==> src/sv/tac_pkg.sv <==
`default_nettype none

package tac_pkg;

  // configuration register indexes
  localparam logic [1:0] CFG_ACTOR_RATE  = 2'd0;
  localparam logic [1:0] CFG_CRITIC_RATE = 2'd1;
  localparam logic [1:0] CFG_DISCOUNT    = 2'd2;

  localparam logic [15:0] ACTOR_RATE_RST  = 16'd6554;
  localparam logic [15:0] CRITIC_RATE_RST = 16'd6554;
  localparam logic [15:0] DISCOUNT_RST    = 16'd64881;

  // step strobes shared by the critic and the actor lanes
  typedef struct packed {
    logic clr;   // clearing pass: write zero
    logic rd;    // read the tables
    logic mul;   // first multiply
    logic td;    // round and add
    logic mul2;  // second multiply
    logic wr;    // commit
  } tac_ctl_t;

  function automatic logic signed [15:0] sat16(input logic signed [23:0] x);
    logic signed [15:0] r;
    if (x > 24'sd32767) begin
      r = 16'sh7FFF;
    end else if (x < -24'sd32768) begin
      r = 16'sh8000;
    end else begin
      r = x[15:0];
    end
    return r;
  endfunction

endpackage

`default_nettype wire

==> src/sv/tac_lane.sv <==
`default_nettype none

module tac_lane #(
  parameter int NUM_STATES = 256,
  parameter int SW         = 8
) (
  input  wire                      clk,
  input  tac_pkg::tac_ctl_t        ctl,
  input  wire  [SW-1:0]            rd_addr,
  input  wire  [SW-1:0]            wr_addr,
  input  wire  [15:0]              rate,
  input  wire  signed [15:0]       goal,
  output logic signed [15:0]       cur,
  output logic signed [15:0]       upd_val
);
  import tac_pkg::*;

  logic signed [15:0] mem [NUM_STATES];
  logic signed [15:0] cur_r;
  logic signed [33:0] prod_r;
  logic signed [15:0] new_r;

  logic signed [16:0] diff;
  logic signed [33:0] prod_nxt;
  logic signed [33:0] prod_sum;
  logic signed [17:0] prod_rnd;
  logic signed [23:0] new_full;

  assign diff     = 17'(goal) - 17'(cur_r);
  assign prod_nxt = 34'($signed({1'b0, rate})) * 34'(diff);
  assign prod_sum = prod_r + 34'sd32768;
  assign prod_rnd = $signed(prod_sum[33:16]);
  assign new_full = 24'(cur_r) + 24'(prod_rnd);

  always_ff @(posedge clk) begin
    if (ctl.clr || ctl.wr) begin
      mem[wr_addr] <= ctl.clr ? 16'sd0 : new_r;
    end
    if (ctl.rd) begin
      cur_r <= mem[rd_addr];
    end
    if (ctl.mul) begin
      prod_r <= prod_nxt;
    end
    if (ctl.td) begin
      new_r <= sat16(new_full);
    end
  end

  assign cur     = cur_r;
  assign upd_val = new_r;

endmodule

`default_nettype wire

==> config.mk <==
export PLATFORM = sky130hd
export DESIGN_NAME = tac_lane
export DESIGN_NICKNAME = d
export VERILOG_FILES = /design/src/sv/tac_pkg.sv /design/src/sv/tac_lane.sv
export SDC_FILE = /design/constraint.sdc
export NUM_CORES = 2
export LEC_CHECK = 0
export BUFFER_PORTS_ARGS = -buffer_cell sky130_fd_sc_hd__buf_2
export CORE_UTILIZATION = 44
export CTS_BUF_LIST = sky130_fd_sc_hd__clkbuf_8 sky130_fd_sc_hd__clkbuf_16
export DETAILED_ROUTE_END_ITERATION = 16
export PLACE_DENSITY_LB_ADDON = 0.08
export RECOVER_POWER = 25
export SLEW_MARGIN = 20
export SYNTH_ARGS = -nofsm -noshare
export SYNTH_HDL_FRONTEND = slang
export SYNTH_SLANG_ARGS = --single-unit
==> constraint.sdc <==
create_clock -name clk -period 19.3 [get_ports clk]
set_input_delay 0 -clock clk [delete_from_list [all_inputs] [get_ports clk]]
set_output_delay 0 -clock clk [all_outputs]
set_load 0.05 [all_outputs]
Word-level counts from Yosys, hierarchy flattened

Memories as Yosys holds them, arrays and structs flattened. A register that Yosys moved wholly into a read port is not among the register bits.
Index checks and enable logic that the tools add are counted.

Flip-flop bits (word level): 50
Latch bits: 0
RAM bits: 4,096
ROM bits: 0
Input port bits: 55
Output and inout bits: 32
Word-level logic and storage cells: 14
Memories kept: 1

Memory list:

| name | depth | bits a word | rd ports | clocked after memory_dff | wr ports | line           | text |
|---|---|---|---|---|---|---|---|
| mem  | 256   | 16          | 1        | 1                        | 1        | tac_lane.sv:18 | `logic signed [15:0] mem [NUM_STATES];` |

$add $sub $neg: 3
$mul: 1
Divide/modulo/power cells: 0
Magnitude comparators: 2
Equality and inequality tests: 0
Shift-type cells: 0
Multiplexer cells: 4
Bitwise operators: 0
Reductions and logical operators: 1

Operators with widths:

| operator                                                                          | number |
|---|---|
| 34-bit by 17-bit adder with 34-bit output, second input constant                  | 1 |
| 17-bit by 17-bit multiplier with 34-bit output                                    | 1 |
| 16-bit two-way mux                                                                | 2 |
| 16-bit by 18-bit adder with 19-bit output                                         | 1 |
| 19-bit by 16-bit greater-than comparator with 1-bit output, second input constant | 1 |
| 19-bit by 16-bit less-than comparator with 1-bit output, second input constant    | 1 |
| 16-bit by 16-bit subtractor with 17-bit output                                    | 1 |
| 1-bit two-way mux                                                                 | 2 |
| 1-bit logical OR                                                                  | 1 |

Longest topological paths before layout

Depth in word-level cells: 4
Gate-level depth with buffers: 32
Mapped depth without buffers: 31

Worst setup path after synthesis

OpenSTA, ideal clock, no wires.

Path kind: register -> register
Start point: register new_r[0] (netlist: upd_val[0])
End point: memory mem[0][0] (data pin)
Library setup time: 1.469 ns
Data arrival time: 6.952 ns
Required time: 17.831 ns
Slack: 10.879 ns
Cell stages (with the launch flop): 2
Buffers on the path: 0
Period minus slack after synthesis: 8.421 ns
Cells stage by stage: edfxtp_1 > nor2b_1

Cells in the longest elaborated chain, start to end: 1

RTL lines:

| element                | line           | text |
|---|---|---|
| from (decl)            | tac_lane.sv:21 | `logic signed [15:0] new_r;` |
| from (signal assigned) | tac_lane.sv:46 | `new_r <= sat16(new_full);` |
| 16-bit two-way mux     | tac_lane.sv:37 | `mem[wr_addr] <= ctl.clr ? 16'sd0 : new_r;` |
| to (decl)              | tac_lane.sv:18 |  |

No other way between the ends.

Final worst setup path

Start point: register new_r[13] (netlist: upd_val[13])
End point: memory mem[166][13] (data pin)

The elaborated chain is that of the path after synthesis.

==> results.md <==
- Status: finished, violations left
- Failing checks: max-capacitance violations, max-slew violations
- Synth warn: 0
- Pint: 18.65 mW
- Hold Crit Endpoint: prod_r[15]$_DFFE_PP_
- Net Sw Frac: 31.13%
- Sequential fraction of the synthesis area: 73.23%
- Clk pwr share: 29.5%
- Final setup violation count: 0
- Post-synth top flop: edfxtp_1
- Worst hold path startpoint: rate[0]
- Postcts setup bufs: 0
- Worst EP required: 19.88 ns
- Yosys reg bits: 4147
- Chip height: 623.7 um
- Commonest non-fill, non-tap cell in the layout: edfxtp_1
- R2R Path End: mem[166][13]$_DFFE_PP_
- Fmax: 0.1060 GHz
- Die ar.: 389000 um2
- Top cells by area, synth: edfxtp_1 73%, mux4_2 15%, fa_1 2.5%, mux2i_1 1.9%, ha_1 1.2%
- H-Tree Depth: 5
- Hold depth: 5
- RSZ-0062 raised after global routing: no
- I/O pin total: 87
- Synth async-reset ratio: 0%
- Crit path arrival time: 10.01 ns
- CTS tree: built
- Combinational Power Share: 29.4%
- Worst hold path class: in -> reg
- Top cell type's share of synthesized area: 73.23%
- CTS root buf: clkbuf_16
- Average size of a mapped cell: 21.19 um2
- Cell area after layout: 191800 um2
- Routed WL per cell: 31.71 um
- CP Capture Type: flip-flop
- Setup TNS: 0 ns
- Detail Route Antenna Nets: 0
- Post-Synthesis Cells: 8023
- VDD IR-drop max: 502.4 uV
- Drt pass-1 iters: 5
- Commonest cells after routing, fill and taps aside: 4147 x edfxtp_1, 1120 x mux4_2, 435 x clkbuf_16, 412 x inv_1, 373 x buf_4
- Fill cells: 30800
- Final worst-path cycle share: 48.86%
- Number of flops mapped to enable cells by yosys: 4147
- Remaining DRCs: 0
- Cell Rows: 227
- Multi-input combinational cell area: 42560 um2
- DR vias/cell: 5.831
- Clock Latency Late Sink: 1.01 ns
- Layout cells sized above 1: 25.42%
- Chip width: 623.7 um
- PostCTS Resize Cnt: 0
- Detailed placer's ending HPWL: 263000 um
- Dpl ws: 10.13 ns
- Synthesized cell area: 170000 um2
- Global route total overflow: 0
- Final wirelength: 442300 um
- Pwr Total: 27.08 mW
- Largest net degree at the start of global routing: 202
- GPL Wtd Cong: 0.8003
- Worst R2R Path Depth: 3
- Starting density of the core: 44.35%
- Netlist cell types: 60
- Critical path fanouts, max: 183
- Power Density: 141.1 nW/um2
- Switching pwr: 8.429 mW
- Post-DP Area: 178300 um2
- CTS max path bufs: 4
- Worst Skew: 0.07307 ns
- Sequential Area: 124500 um2
- Number of CTS-inserted buffers: 432
- Clock transition at the registers of the reported paths: 0.06 ns
- Leakage Power: 63.97 nW
- Layout area overhead: 12.82%
- Crit start category: flip-flop
- Syn nets: 8447
- PnR worst setup slack: 9.869 ns
- Vias after detailed routing: 81320
- Slew @ Worst Pin: 9.759 ns
- Core area: 383400 um2
- Worst r2r src: upd_val[13]$_SDFFCE_PN1P_
- R2r setup slk: 9.87 ns
- 1st-iter DRT viols: 8074
- Sequential share of power: 41.0%
- Setup CP Type: reg -> reg
- Final Hold Viols: 0
- GRT Util Overall: 22.70%
- CTS sink count: 4147
- Vias in the first global route: 84290
- Hold_buf cts: 19
- Final Max Slew Viols: 2195
- Port Buffer Count: 85
- Minimum clock period after layout: 9.431 ns
- Post-synth top area cell: edfxtp_1
- Max cap viols: 25
- Global-route wire length before repair: 629500 um
- Placed Cells: 13130
- Final cell count without fillers: 13950
- Nets: 8969
- Worst rel slew slack: -550.6%
- Antenna violations before repair: 22
power groups by stage:
stage	Combinational (mW)	Sequential (mW)	Clock, mW
3_5_place_dp	8.11	11.2	0
3_3_place_gp	8.09	11.2	0
2_1_floorplan	5.65	11.4	0
5_1_grt	8.98	11.1	8.49
6_report	7.97	11.1	8.00
4_1_cts	8.18	11.0	8.17
worst max path at each step:
stage,from,to
after floorplan,upd_val[0]$_SDFFCE_PN1P_,mem[0][0]$_DFFE_PP_
after global placement,cur[7]$_DFFE_PP_,prod_r[32]$_DFFE_PP_
after detailed placement,cur[7]$_DFFE_PP_,prod_r[31]$_DFFE_PP_
after CTS,cur[7]$_DFFE_PP_,prod_r[32]$_DFFE_PP_
after global routing,upd_val[11]$_SDFFCE_PN1P_,mem[88][11]$_DFFE_PP_
final,upd_val[13]$_SDFFCE_PN1P_,mem[166][13]$_DFFE_PP_
critical path, stage by stage, from the launching register on:
cell,delay (ns)
edfxtp_1,0.43
nor2b_1,0.19
clkbuf_1,6.68
buf_4,1.49
sequential cells by signal, summed over array words and instances (netlist names):
name and flops:
upd_val 16, prod_r 19, mem 4096, cur 16
Yosys cell counts, drive strengths merged, types with 71 or more instances:
cell and n:
a22oi 128, and2 71, buf 225, clkbuf 194, edfxtp 4147, fa 210, ha 159, inv 305
mux2i 327, mux4 1120, nand2 203, nand2b 75, nor2 326
kinds of logic after synthesis:
kind of cell / synth area share [%]
adder cells (fa/ha/maj): 3.642
buffers and inverters: 1.914
XOR/XNOR: 0.3090
multiplexers: 16.94
flip-flops: 73.23
AND/OR/NAND/NOR: 2.347
AO/OA/AOI/OAI: 1.611
routing by layer:
| metal | GRT usage [%] | share of wire (%) |
|---|---|---|
| met5 | 0 | 0.0043 |
| met2 | 36.60 | 48 |
| met3 | 4.205 | 6.8 |
| met1 | 32.14 | 42 |
| met4 | 5.610 | 2.6 |
cell type report:
| cell class | count | share of cell area (%) |
|---|---|---|
| antenna | 6 | 0.007826 |
| clock inverter | 357 | 1.433 |
| inverter | 305 | 0.5967 |
| sequential | 4147 | 64.91 |
| clock buffer | 435 | 5.674 |
| timing repair buffer | 507 | 1.906 |
| multi-input combinational | 3152 | 22.19 |
| tap | 5038 | 3.286 |
per-stage QoR:
stage / util (%) / hold WS, ns
finish: 50.03 / 0.1510
global route: 50.03 / 0.1947
CTS: 50.10 / 0.02844
detailed placement: 46.49 / 0.4569
global placement: 46.49 / 0.4564
floorplan: - / 0.1125
Power figures use the tool's default switching activity.
